**src/design/cau_pkg.sv**
```systemverilog
`default_nettype none
// ----------------------------------------------------------------------------
// cau_pkg
// Types and constants shared by the complex arithmetic unit modules.
// ----------------------------------------------------------------------------
package cau_pkg;

  localparam int DATA_WIDTH  = 32;
  localparam int FRAC_BITS   = 16;
  localparam int PROD_W      = 2 * DATA_WIDTH;
  localparam int QUO_W       = DATA_WIDTH + 1;
  localparam int DIV_STEPS   = QUO_W;
  localparam int SQRT_STEPS  = DATA_WIDTH;
  localparam int LANE_LAT    = DIV_STEPS + 1;
  localparam int QUEUE_DEPTH = 4;
  localparam int QPTR_W      = $clog2(QUEUE_DEPTH);
  localparam int QCNT_W      = $clog2(QUEUE_DEPTH + 1);

  localparam logic [2:0] OP_ADD = 3'd0;
  localparam logic [2:0] OP_SUB = 3'd1;
  localparam logic [2:0] OP_MUL = 3'd2;
  localparam logic [2:0] OP_DIV = 3'd3;
  localparam logic [2:0] OP_MAG = 3'd4;
  localparam logic [2:0] OP_CMP = 3'd5;

  typedef enum logic [5:0] {
    CLS_ADD  = 6'b000001,
    CLS_SUB  = 6'b000010,
    CLS_MUL  = 6'b000100,
    CLS_DIV  = 6'b001000,
    CLS_MAG  = 6'b010000,
    CLS_NONE = 6'b100000
  } cls_t;

  typedef struct packed {
    logic [2:0]                   op;
    logic signed [DATA_WIDTH-1:0] a_re;
    logic signed [DATA_WIDTH-1:0] a_im;
    logic signed [DATA_WIDTH-1:0] b_re;
    logic signed [DATA_WIDTH-1:0] b_im;
  } cau_in_t;

  typedef struct packed {
    logic signed [DATA_WIDTH-1:0] res_re;
    logic signed [DATA_WIDTH-1:0] res_im;
    logic                         equal;
    logic                         div_zero;
    logic                         saturated;
  } cau_out_t;

  typedef struct packed {
    cls_t                         cls;
    logic                         equal;
    logic                         div_zero;
    logic signed [DATA_WIDTH-1:0] a_re;
    logic signed [DATA_WIDTH-1:0] a_im;
    logic signed [DATA_WIDTH-1:0] b_re;
    logic signed [DATA_WIDTH-1:0] b_im;
  } cau_item_t;

  typedef struct packed {
    logic nonempty;
    logic full;
  } cau_qstat_t;

endpackage
`default_nettype wire

```
**src/design/cau_queue.sv**
```systemverilog
`default_nettype none
// ----------------------------------------------------------------------------
// cau_queue
// Short queue between the front and back parts.
// ----------------------------------------------------------------------------
module cau_queue (
  input  logic                clk,
  input  logic                rst,
  input  logic                push,
  input  cau_pkg::cau_item_t  push_item,
  input  logic                pop,
  output cau_pkg::cau_item_t  head,
  output cau_pkg::cau_qstat_t qstat
);
  import cau_pkg::*;

  cau_item_t         mem [QUEUE_DEPTH];
  logic [QPTR_W-1:0] wptr;
  logic [QPTR_W-1:0] rptr;
  logic [QCNT_W-1:0] count;

  assign head           = mem[rptr];
  assign qstat.nonempty = (count != '0);
  assign qstat.full     = (count == QCNT_W'(QUEUE_DEPTH));

  always_ff @(posedge clk) begin
    if (rst) begin
      wptr  <= '0;
      rptr  <= '0;
      count <= '0;
    end else begin
      if (push) begin
        wptr <= wptr + QPTR_W'(1);
      end
      if (pop) begin
        rptr <= rptr + QPTR_W'(1);
      end
      if (push && !pop) begin
        count <= count + QCNT_W'(1);
      end else if (!push && pop) begin
        count <= count - QCNT_W'(1);
      end
    end
  end

  always_ff @(posedge clk) begin
    if (push) begin
      mem[wptr] <= push_item;
    end
  end

endmodule
`default_nettype wire

```
**config.mk**
```make
export PLATFORM = sky130hd
export DESIGN_NAME = cau_queue
export DESIGN_NICKNAME = d
export VERILOG_FILES = /design/src/design/cau_pkg.sv /design/src/design/cau_queue.sv
export SDC_FILE = /design/constraint.sdc
export NUM_CORES = 1
export LEC_CHECK = 0
export ABC_AREA = 0
export CAP_MARGIN = 20
export CORE_ASPECT_RATIO = 0.7
export CORE_MARGIN = 3
export CORE_UTILIZATION = 30
export DETAILED_ROUTE_END_ITERATION = 10
export DONT_BUFFER_PORTS = 1
export MAX_ROUTING_LAYER = met4
export PLACE_DENSITY = 0.53
export SYNTH_ARGS = -nofsm -noshare
export SYNTH_HDL_FRONTEND = slang
export SYNTH_SLANG_ARGS = --single-unit
```
**constraint.sdc**
```tcl
create_clock -name clk -period 6.4 [get_ports clk]
set_clock_uncertainty 0.1 [all_clocks]
set_input_delay 1.28 -clock clk [delete_from_list [all_inputs] [get_ports clk]]
set_output_delay 1.28 -clock clk [all_outputs]
set_load 0.005 [all_outputs]
```
Yosys cells after proc, flatten, opt, wreduce, memory -nomap -nowiden
Memories as Yosys holds them, arrays and structs flattened. A register that Yosys moved wholly into a read port is not among the register bits.
Cells that the tools add are included.
{"block": "totals", "n_memories": 1, "output_inout_bits": 138, "wordCells": 21, "mem_bits_rw": 544, "ff_bits": 7}
{"block": "classes", "addsub": 4, "eq_ne": 1, "reduce_logical": 6, "muxes": 6}
{"memory": "mem", "depth": 4, "width": 136, "read_ports": 1, "rd_clocked_by_memory_dff": 1, "write_ports": 1, "line": "cau_queue.sv:17", "text": "cau_item_t mem [QUEUE_DEPTH];"}
{"operator": "$mux 3", "n": 2}
{"operator": "$add 2x1->2 const B", "n": 2}
{"operator": "$mux 2", "n": 2}
{"operator": "$add 3x1->3 const B", "n": 1}
{"operator": "$eq 3x3->1 const B", "n": 1}
{"operator": "$reduce_bool 3->1", "n": 1}
{"operator": "$sub 3x1->3 const B", "n": 1}
{"operator": "$logic_and 1x1->1", "n": 2}
{"operator": "$logic_not 1->1", "n": 2}
{"operator": "$mux 1", "n": 2}
{"operator": "$reduce_bool 2->1", "n": 1}

Longest topological paths before layout
{"block": "logic_depth", "ltp_word": 4, "depth_mapped": 7}

Worst setup path after synthesis
OpenSTA, ideal clock, no wires.
{"block": "synth_timing", "path_kind": "input port to flip-flop", "start": "input port push", "end": "memory mem[0][0] (netlist name), enable pin", "setup_time_ps": 511, "slack_ps": 1398, "required_time_ps": 5789, "path_stages": 1, "arrival_ps": 4391, "path_buffers": 0, "cell_sequence": "and2_1"}
{"block": "synth_via", "elab_chain_len": 2}
{"element": "start, declared", "line": "cau_queue.sv:9", "text": "input logic push,"}
{"element": "$mux 1", "line": "cau_queue.sv:47", "text": "if (push) begin"}
{"element": "$mux 1 (not written as such)", "line": "cau_queue.sv:48", "text": "mem[wptr] <= push_item;"}
{"element": "end, declared", "line": "cau_queue.sv:17"}
Every way passes these cells.

==> impl_results.md <==
- CTS clk-pin slew, worst paths: 0.06 ns
- Fin nets: 937
- Worst slew pin tran: 1.055 ns
- Worst path top cell family by delay: flip-flops
- Final hold vios: 0
- Final wirelength: a little under 40 mm
- Initial Util: 30.61%
- Initial antenna violation count: 0
- TritonCTS buffer count: 54
- Port bufs: 0
- Netlist cell types: 20
- Data arrival, critical path: 2.60 ns
- Synth warnings: 0
- Status: completed
- CTS root buf: clkbuf_16
- LEAKAGE: 6.875 nW
- Core area: 0.06539 mm²
- Die Footprint: 0.06991 mm²
- CTS Hold Bufs: 0
- Clock Latency Late Sink: 0.58 ns
- Max-Cap Viols: 0
- Tightest Hold Check Type: reg2reg
- CP peak stage delay: slightly below 1 ns
- Number of diodes: 0
- PostCTS Resize Cnt: 0
- RSZ-0062 raised after global routing: false
- Power density cells: 342.4 mW/mm²
- Mapped Avg Cell Area: 26.55 µm²
- First-pass GRT wire length: 58.76 mm
- Final Power: 7.817 mW
- Rel. slew slack: 29.64%
- Final Cycle Share: 62.21%
- Register bit total from synthesis: 553
- First-pass detailed-route iteration total: 6
- Io pins: between 200 and 300
- Num rows: 78
- Mapped Area: 0.02002 mm²
- CP startpoint kind: flip-flop
- Most common cell after layout, fill and taps aside: edfxtp_1
- Clock tree buffer depth: 3
- Setup CP Type: reg2out
- Sinks on the clock net: roughly 550
- Crit path buffers/inverters: 1
- Final ANT Viol Nets: 0
- H-tree levels: 2
- DR vias: slightly below 8000
- RD Place Congestion: 0.6778
- Post-DP HPWL: 22.71 mm
- Avg Vias per Cell: 4.578
- Setup violations, final: 0
- CTS tree: built
- Post-synthesis sequential area ratio: 82.51%
- Syn_nets: 900
- Most frequent cells in the layout: 544 x edfxtp_1, 136 x mux4_2, 55 x clkbuf_16
- Post-Syn Instances: 754
- Final min period: between 3 and 4 ns
- Crit path cell chain: buf_12 -> mux4_2
- Die Wd: 314.7 µm
- CP required: 5.02 ns
- Mean routed wirelength per cell: 23.07 µm
- Fillers: 6033
- First DRT Iteration DRCs: 610
- VDD IR max: 190.7 µV
- Post-CTS Setup Bufs: 0
- DRC: 0
- Max stage delay cell, worst path: dfxtp_4
- Critical path peak fanout: 73
- Die Y-Extent: between 200 and 250 µm
- Max Fclk: 0.2511 GHz
- P&R area growth vs syn: 14.05%
- Critical Path Sink Type: primary output
- Sum Neg Setup Slack: 0 ns
- Layout cells sized above 1: 27.46%
- Largest net degree at the start of global routing: 81
- Global route overflow: 0
- GRT Total Usage: 11.63%
- Count of pins over their slew limit: 0
- Vias in the first global route: about 8500
## cells by family after synthesis
| kind of cell | synth area share [%] |
|---|---|
| flip-flops | 82.51 |
| multiplexers | 15.40 |
| buffers and inverters | 1.031 |
| AND/OR/NAND/NOR | 0.3750 |
| adder cells (fa/ha/maj) | 0.4126 |
| XOR/XNOR | 0.2188 |
| AO/OA/AOI/OAI | 0.04996 |
## registers in the layout, indices dropped and copies added, names as in the netlist, named ones only
register / count
wptr: 2
mem: 544
count: 3
rptr: 2
## cell type report
type | instances | area (µm²) | share of cell area (%)
well taps | 880 | 1101 | 4.823
flip-flops and latches | 553 | 16520 | 72.38
inverters | 4 | 15.01 | 0.06577
clock inverters | 28 | 272.8 | 1.195
clock buffers | 71 | 1446 | 6.336
multi-input cells | 166 | 3304 | 14.48
repair buffers | 12 | 165.2 | 0.7235
## routing by layer
metal | track usage [%] | share of wire, %
met5 | - | 0
met4 | 3.187 | 1.9
met2 | 17.15 | 46
met3 | 5.709 | 11
met1 | 14.21 | 41
## worst reg2reg max path, delay by kind of cell, from the launching register on
family / cells / cell delay (ns)
simple gates: 1 / 0.58
buf+inv: 2 / 0.72
fa+ha+maj: 1 / 0.14
flops: 1 / 0.35
## worst paths after layout
check,depth (start not counted),from,endpoint,slack (ns)
worst min-delay path,2,count[2]$_SDFFE_PP0P_,count[2]$_SDFFE_PP0P_,0.38
worst max-delay path,2,flip-flop,head[131],2.42
worst min register to register,2,count[2]$_SDFFE_PP0P_,count[2]$_SDFFE_PP0P_,0.38
worst max register to register,4,wptr[0]$_SDFFE_PP0P_,mem[2][117]$_DFFE_PP_,4.10
## cells in the mapped netlist
| cell | n | area share, % |
|---|---|---|
| clkbuf_1 | 7 | 0.13 |
| nand2_1 | 1 | 0.019 |
| buf_6 | 6 | 0.34 |
| xor2_1 | 3 | 0.13 |
| dfxtp_1 | 9 | 0.90 |
| nor3b_1 | 1 | 0.038 |
| ha_1 | 5 | 0.31 |
| mux4_2 | 136 | 15 |
| fa_1 | 1 | 0.10 |
| nor2_1 | 7 | 0.13 |
| edfxtp_1 | 544 | 82 |
| o21ai_0 | 1 | 0.025 |
| and2_1 | 4 | 0.12 |
| buf_2 | 15 | 0.38 |
| inv_1 | 4 | 0.075 |
| or3_1 | 2 | 0.062 |
| xnor2_1 | 2 | 0.088 |
| mux2i_1 | 2 | 0.10 |
| buf_4 | 3 | 0.11 |
| a21oi_1 | 1 | 0.025 |
## power breakdown
part | internal [mW] | leakage (nW) | switching, mW
registers | 4.16 | 5.07 | 0.0617
logic | 0.223 | 0.958 | 0.280
clock network | 1.79 | 0.845 | 1.30
## per-stage QoR
step | hold slack, ns | worst slack [ns] | cells | area, µm² | utilization [%]
2_1_floorplan | 0.3614 | 1.398 | 754 | 20020 | -
3_3_place_gp | 0.3685 | 2.896 | 1615 | 21110 | 32.28
3_5_place_dp | 0.3772 | 2.914 | 1615 | 21110 | 32.28
4_1_cts | 0.3863 | 2.230 | 1714 | 22830 | 34.91
5_1_grt | 0.4114 | 2.152 | 1714 | 22830 | 34.91
6_report | 0.3848 | 2.418 | 1714 | 22830 | 34.91
Note: power is estimated with default switching activity, not from simulation.
