`src/design/cau_pkg.sv`:
```
`default_nettype none
// ----------------------------------------------------------------------------
// cau_pkg
// Types and constants shared by the complex arithmetic unit modules.
// ----------------------------------------------------------------------------
package cau_pkg;

  localparam int DATA_WIDTH  = 32;
  localparam int FRAC_BITS   = 16;
  localparam int PROD_W      = 2 * DATA_WIDTH;
  localparam int QUO_W       = DATA_WIDTH + 1;
  localparam int DIV_STEPS   = QUO_W;
  localparam int SQRT_STEPS  = DATA_WIDTH;
  localparam int LANE_LAT    = DIV_STEPS + 1;
  localparam int QUEUE_DEPTH = 4;
  localparam int QPTR_W      = $clog2(QUEUE_DEPTH);
  localparam int QCNT_W      = $clog2(QUEUE_DEPTH + 1);

  localparam logic [2:0] OP_ADD = 3'd0;
  localparam logic [2:0] OP_SUB = 3'd1;
  localparam logic [2:0] OP_MUL = 3'd2;
  localparam logic [2:0] OP_DIV = 3'd3;
  localparam logic [2:0] OP_MAG = 3'd4;
  localparam logic [2:0] OP_CMP = 3'd5;

  typedef enum logic [5:0] {
    CLS_ADD  = 6'b000001,
    CLS_SUB  = 6'b000010,
    CLS_MUL  = 6'b000100,
    CLS_DIV  = 6'b001000,
    CLS_MAG  = 6'b010000,
    CLS_NONE = 6'b100000
  } cls_t;

  typedef struct packed {
    logic [2:0]                   op;
    logic signed [DATA_WIDTH-1:0] a_re;
    logic signed [DATA_WIDTH-1:0] a_im;
    logic signed [DATA_WIDTH-1:0] b_re;
    logic signed [DATA_WIDTH-1:0] b_im;
  } cau_in_t;

  typedef struct packed {
    logic signed [DATA_WIDTH-1:0] res_re;
    logic signed [DATA_WIDTH-1:0] res_im;
    logic                         equal;
    logic                         div_zero;
    logic                         saturated;
  } cau_out_t;

  typedef struct packed {
    cls_t                         cls;
    logic                         equal;
    logic                         div_zero;
    logic signed [DATA_WIDTH-1:0] a_re;
    logic signed [DATA_WIDTH-1:0] a_im;
    logic signed [DATA_WIDTH-1:0] b_re;
    logic signed [DATA_WIDTH-1:0] b_im;
  } cau_item_t;

  typedef struct packed {
    logic nonempty;
    logic full;
  } cau_qstat_t;

endpackage
`default_nettype wire

```
`src/design/cau_front.sv`:
```
`default_nettype none
// ----------------------------------------------------------------------------
// cau_front
// Accepts request beats, classifies the operation and feeds the queue.
// ----------------------------------------------------------------------------
module cau_front (
  input  logic               clk,
  input  logic               rst,
  input  logic               req_valid,
  output logic               req_ready,
  input  cau_pkg::cau_in_t   req,
  input  cau_pkg::cau_qstat_t qstat,
  output logic               push,
  output cau_pkg::cau_item_t item
);
  import cau_pkg::*;

  logic      fv;
  cau_item_t fitem;
  cau_item_t item_next;

  assign req_ready = !fv || !qstat.full;
  assign push      = fv && !qstat.full;
  assign item      = fitem;

  always_comb begin
    item_next          = '0;
    item_next.equal    = (req.a_re == req.b_re) && (req.a_im == req.b_im);
    item_next.div_zero = 1'b0;
    item_next.a_re     = req.a_re;
    item_next.a_im     = req.a_im;
    item_next.b_re     = req.b_re;
    item_next.b_im     = req.b_im;
    case (req.op)
      OP_ADD: begin
        item_next.cls = CLS_ADD;
      end
      OP_SUB: begin
        item_next.cls = CLS_SUB;
      end
      OP_MUL: begin
        item_next.cls = CLS_MUL;
      end
      OP_DIV: begin
        if (req.b_re == '0 && req.b_im == '0) begin
          item_next.cls      = CLS_NONE;
          item_next.div_zero = 1'b1;
        end else begin
          item_next.cls = CLS_DIV;
        end
      end
      OP_MAG: begin
        // squares of a come out of the same multipliers
        item_next.cls  = CLS_MAG;
        item_next.b_re = req.a_re;
        item_next.b_im = req.a_im;
      end
      OP_CMP: begin
        item_next.cls = CLS_NONE;
      end
      default: begin
        item_next.cls = CLS_NONE;
      end
    endcase
  end

  always_ff @(posedge clk) begin
    if (rst) begin
      fv <= 1'b0;
    end else if (req_ready) begin
      fv <= req_valid;
    end
  end

  always_ff @(posedge clk) begin
    if (req_valid && req_ready) begin
      fitem <= item_next;
    end
  end

endmodule
`default_nettype wire

```
`config.mk`:
```
export PLATFORM = sky130hd
export DESIGN_NAME = cau_front
export DESIGN_NICKNAME = d
export VERILOG_FILES = /design/src/design/cau_pkg.sv /design/src/design/cau_front.sv
export SDC_FILE = /design/constraint.sdc
export NUM_CORES = 1
export LEC_CHECK = 0
export BUFFER_PORTS_ARGS = -buffer_cell sky130_fd_sc_hd__clkbuf_2
export CAP_MARGIN = 20
export CELL_PAD_IN_SITES_DETAIL_PLACEMENT = 1
export CELL_PAD_IN_SITES_GLOBAL_PLACEMENT = 2
export CORE_UTILIZATION = 33
export CTS_CLUSTER_SIZE = 16
export DETAILED_ROUTE_END_ITERATION = 10
export GPL_TIMING_DRIVEN = 0
export PLACE_DENSITY = 0.94
export SLEW_MARGIN = 10
export SYNTH_ARGS = -nofsm -noshare
export SYNTH_HDL_FRONTEND = slang
export SYNTH_SLANG_ARGS = --single-unit
```
`constraint.sdc`:
```
create_clock -name clk -period 10.6 [get_ports clk]
set_input_delay 1.59 -clock clk [delete_from_list [all_inputs] [get_ports clk]]
set_output_delay 1.59 -clock clk [all_outputs]
set_load 0.05 [all_outputs]
```
; After elaboration in Yosys (flattened, before gate mapping)
; Index checks and enable logic that the tools add are counted.
[word_totals]
reg_bits = 137
input_bits = 136
[classes]
n_reduce_logical = 10
muxes = 4
n_eq_ne = 6
[ops]
columns = operator, n
row1 = == test 32 bit, 2
row2 = logical NOT 32 bit, 2
row3 = 2-to-1 mux 64 bit, 1
row4 = one-hot mux 6 bit (5 select lines), 1
row5 = "== test 3 x 2 -> 1 bit, second input constant", 2
row6 = 2-to-1 mux 6 bit, 1
row7 = logical AND 1 bit, 4
row8 = "== test 3 x 1 -> 1 bit, second input constant", 1
row9 = "== test 3 bit, second input constant", 1
row10 = logical NOT 3 bit, 1
row11 = logical NOT 1 bit, 2
row12 = logical OR 1 bit, 1
row13 = 2-to-1 mux 1 bit, 1

; Longest topological paths before layout
[depth]
depth_word = 4
ltp_mapped = 4

; Worst setup path after synthesis
; Ideal clock, no wire load.
[synth_path]
path_type = input to register
start = input qstat[0] (netlist name)
end = register fitem, in the netlist item[0], enable pin
slack_ns = 4.939
required_time_ns = 10.089
arrival_time_ns = 5.150
cell_stages = 2
setup_ns = 0.511
cell_sequence = nand2_1 > and2_1
[synth_between]
elab_chain_len = 3
[synth_lines]
columns = item, line
row1 = start: declaration, cau_front.sv:12  ; input cau_pkg::cau_qstat_t qstat,
row2 = logical NOT 1 bit, cau_front.sv:22  ; assign req_ready = !fv || !qstat.full;
row3 = logical OR 1 bit, cau_front.sv:22
row4 = logical AND 1 bit, cau_front.sv:76  ; if (req_valid && req_ready) begin
row5 = end signal: assignment, cau_front.sv:77  ; fitem <= item_next;
row6 = end: declaration, cau_front.sv:19  ; cau_item_t fitem;
; No other way between the ends.
; A chain may end at the register's enable or synchronous reset.

; Final worst setup path
[layout_path]
start = input qstat[0] (netlist name)
end = output push
[layout_between]
elab_chain_len = 2
[layout_lines]
columns = item, line
row1 = logical NOT 1 bit, cau_front.sv:23  ; assign push = fv && !qstat.full;
row2 = logical AND 1 bit, cau_front.sv:23
row3 = end: declaration, cau_front.sv:13  ; output logic push,
; No other way between the ends.

==> out/summary.log <==
[pwr] net switching power of the design 0.430 mW
[detailed_routing] number of remaining DRC errors 0
[floorplan] die width 135 µm
[clocking] total clock buffers created by CTS 17
[floorplan] overall die height 135 µm
[global_routing] GRT overflow 0
[finish] utilization after layout 0.467
[clocking] CTS Buffer Depth 2
[finish] area used by multi-input combinational logic 1650 µm²
[clocking] clk slew on worst S/H paths 0.06 ns
[setup_path] R2R Setup Slk 9.00 ns
[synth] most common cell in the netlist sky130_fd_sc_hd__edfxtp_1
[job] max_cap viols 0
[timing] total of endpoints with negative setup slack in the final report 0
[worst_hold_path] class of the tightest hold or removal check reg -> reg
[placement] number of buffer cells added on primary ports 272
[floorplan] core area 17,200 µm²
[synth] register area share after synthesis 0.707
[setup_path] worst r2r src fv
[pwr] sequential fraction of design power 0.444
[timing] time the worst path needs with I/O delays and setup 3.69 ns
[pwr] static leakage power 3.34 nW
[worst_hold_path] hold path cells 2
[pwr] worst ir drop on vdd 0.104 mV
[timing] period utilisation layout 0.348
[synth] average size of a mapped cell 17.8 µm²
[outcome] result of the run finished clean
[clocking] PostCTS Resize Cnt 0
[finish] Synth-to-Final Area Change 38.5%
[detailed_routing] initial DRC count 173
[timing] clock skew after layout 0.0170 ns
[detailed_routing] first-pass detailed-route iteration total 4
[setup_path] Worst Reg2Reg Path Length in Cells 3
[synth] Cell variety after synth 21
[placement] HPWL Detailed 14,500 µm
[finish] number of nets in the layout 756
[clocking] Root Buffer Master sky130_fd_sc_hd__clkbuf_16
[finish] number of filler instances in the final layout 1,842
[synth] area leader, netlist sky130_fd_sc_hd__edfxtp_1
[global_routing] pin count of the biggest net entering global routing 60
[synth] flip-flop cell with the highest count after synthesis sky130_fd_sc_hd__edfxtp_1
[global_routing] number of global-route vias before repair 4,427
[setup_path] required time at the worst-slack endpoint 9.01 ns
[setup_path] reg-to-reg critical path endpoint item[24]
[pwr] Sw Share 0.295
[setup_path] CP Capture Type output port
[detailed_routing] total wire length after detailed routing 18,000 µm
[setup_path] arrival time at the worst endpoint 2.10 ns
[setup_path] worst setup path category in -> out
[synth] fraction of registers with async set or reset after synthesis 0
[detailed_routing] drt wl/cell 20.9 µm
[floorplan] I/O pin count 274
[clocking] clock latency at the later pin of the worst-skew pair 0.42 ns
[global_routing] global-route usage over all layers 0.201
[timing] RSZ-0062 raised after global routing no
[setup_path] type of element launching the critical path primary input
[synth] number of flip-flops and latches in the synthesized netlist 137
[timing] Slew HR 0.443
[detailed_routing] via count 4,111
[clocking] hold_buf cts 0
[timing] maximum frequency from static timing analysis 0.271 GHz
[worst_hold_path] worst hold start fv
[pwr] clock share of power 0.374
[floorplan] placement row count 48
[floorplan] initial standard-cell utilization of the core 0.337
[pwr] Comb power frac 0.182
[floorplan] Total Die Area 18,100 µm²
[setup_path] highest fanout seen on the critical path 3
[clocking] postcts setup bufs 0
[synth] gate count of the mapped netlist 327
[clocking] CTS sink count 137
[synth] largest cells by area after synthesis sky130_fd_sc_hd__edfxtp_1, sky130_fd_sc_hd__mux2_2, sky130_fd_sc_hd__xor2_1, sky130_fd_sc_hd__nor4_1, sky130_fd_sc_hd__nand4_1
[timing] summed negative setup slack over all endpoints 0 ns
[timing] max-slew violation total from the final report 0
[placement] final weighted congestion in routability-driven placement 0.790
[synth] number of enable flip-flop cells after synthesis 136
[synth] number of nets in the synthesized netlist 463
[clocking] level count of the clock H-tree 4
[finish] area taken by flip-flops and latches 4100 µm²
[synth] Synth top area share 0.704
[finish] Diodes inserted 0
[detailed_routing] Vias per Instance 4.79
[clocking] CTS tree done
[detailed_routing] antenna violation net count after detailed routing 0
[pwr] internal power 1.03 mW
[finish] layout cells sized above 1 0.599
[synth] most frequent cells after synthesis sky130_fd_sc_hd__edfxtp_1, sky130_fd_sc_hd__mux2_2, sky130_fd_sc_hd__xor2_1
[global_routing] initial antenna violation count 0
[timing] Final Hold Vio Count 0
[synth] Yosys Warn Count 0
[worst_hold_path] end point of the most critical hold path fv
[timing] measured slew at the worst slew-check pin 0.828 ns
[pwr] Pwr per Cell Area 181 nW/µm²
[global_routing] global-route wire length before repair 25,900 µm
[synth] post-synth design cell area 5800 µm²
-- metal layers --
layer / routed length [µm] / global-route usage / up-vias
met1: 7130 / 0.226 / 2026
met5: 0 / 0 / -
met4: 193 / 0.0630 / 0
met2: 9370 / 0.357 / 180
li1: - / - / 1890
met3: 1290 / 0.0653 / 15
-- registers in the layout (all words and copies together) (netlist names) --
signal  cells
item      136
fv          1
-- stage by stage --
| step | instance area, µm² | hold slack [ns] | std cells | power, mW | setup WS (ns) |
|---|---|---|---|---|---|
| after floorplan | 5800 | 0.465 | 327 | 0.829 | 4.94 |
| after global placement | 7450 | 0.500 | 824 | 0.921 | 4.04 |
| after detailed placement | 7500 | 0.544 | 826 | 0.926 | 6.91 |
| after CTS | 8040 | 0.561 | 858 | 1.47 | 6.91 |
| after global routing | 8040 | 0.612 | 858 | 1.50 | 6.87 |
| final | 8040 | 0.553 | 858 | 1.46 | 6.91 |
-- final cells by class --
| cell class | instances | share of cell area |
|---|---|---|
| Sequential cell | 137 | 0.510 |
| Timing Repair Buffer | 274 | 0.176 |
| Tap cell | 225 | 0.0350 |
| Multi-Input combinational cell | 183 | 0.206 |
| Buffer | 7 | 0.00622 |
| Clock inverter | 14 | 0.0134 |
| Clock buffer | 18 | 0.0534 |
-- how the worst max path moves through the flow --
stage                         from  endpoint  slack [ns]  cells past startpoint
after global placement    qstat[0]  item[31]        4.04                      3
after detailed placement  qstat[0]      push        6.91                      3
after CTS                 qstat[0]      push        6.91                      3
after floorplan           qstat[0]   item[0]        4.94                      2
final                     qstat[0]      push        6.91                      3
after global routing      qstat[0]      push        6.87                      3
-- layout by cell type (no fill, tap or decap), types with 3 or more instances in the layout --
cell type and n:
sky130_fd_sc_hd__xor2_1 64, sky130_fd_sc_hd__clkinvlp_4 3, sky130_fd_sc_hd__nor4_1 32, sky130_fd_sc_hd__buf_4 6
sky130_fd_sc_hd__mux2_2 64, sky130_fd_sc_hd__clkinv_2 6, sky130_fd_sc_hd__clkbuf_16 17, sky130_fd_sc_hd__edfxtp_1 136
sky130_fd_sc_hd__clkbuf_2 272, sky130_fd_sc_hd__nand4_1 8
-- logic make-up after synthesis --
family	after synthesis	synth area share
flops	137	0.707
xor+xnor	64	0.0966
mux	64	0.124
simple gates	52	0.0599
buf+inv	7	0.00862
compound gates	3	0.00366
-- power groups by stage --
stage	Combinational [mW]	Sequential, mW	Clock (mW)
2_1_floorplan	0.0519	0.777	0
4_1_cts	0.268	0.647	0.558
6_report	0.265	0.647	0.544
5_1_grt	0.278	0.650	0.577
3_5_place_dp	0.267	0.658	0
3_3_place_gp	0.259	0.662	0
-- worst max-delay path, stage by stage --
cell	delay, ns
sky130_fd_sc_hd__clkbuf_2	0.10
sky130_fd_sc_hd__nor2b_1	0.12
sky130_fd_sc_hd__clkbuf_2	0.29
No activity file was read; power rests on OpenSTA's default activity.
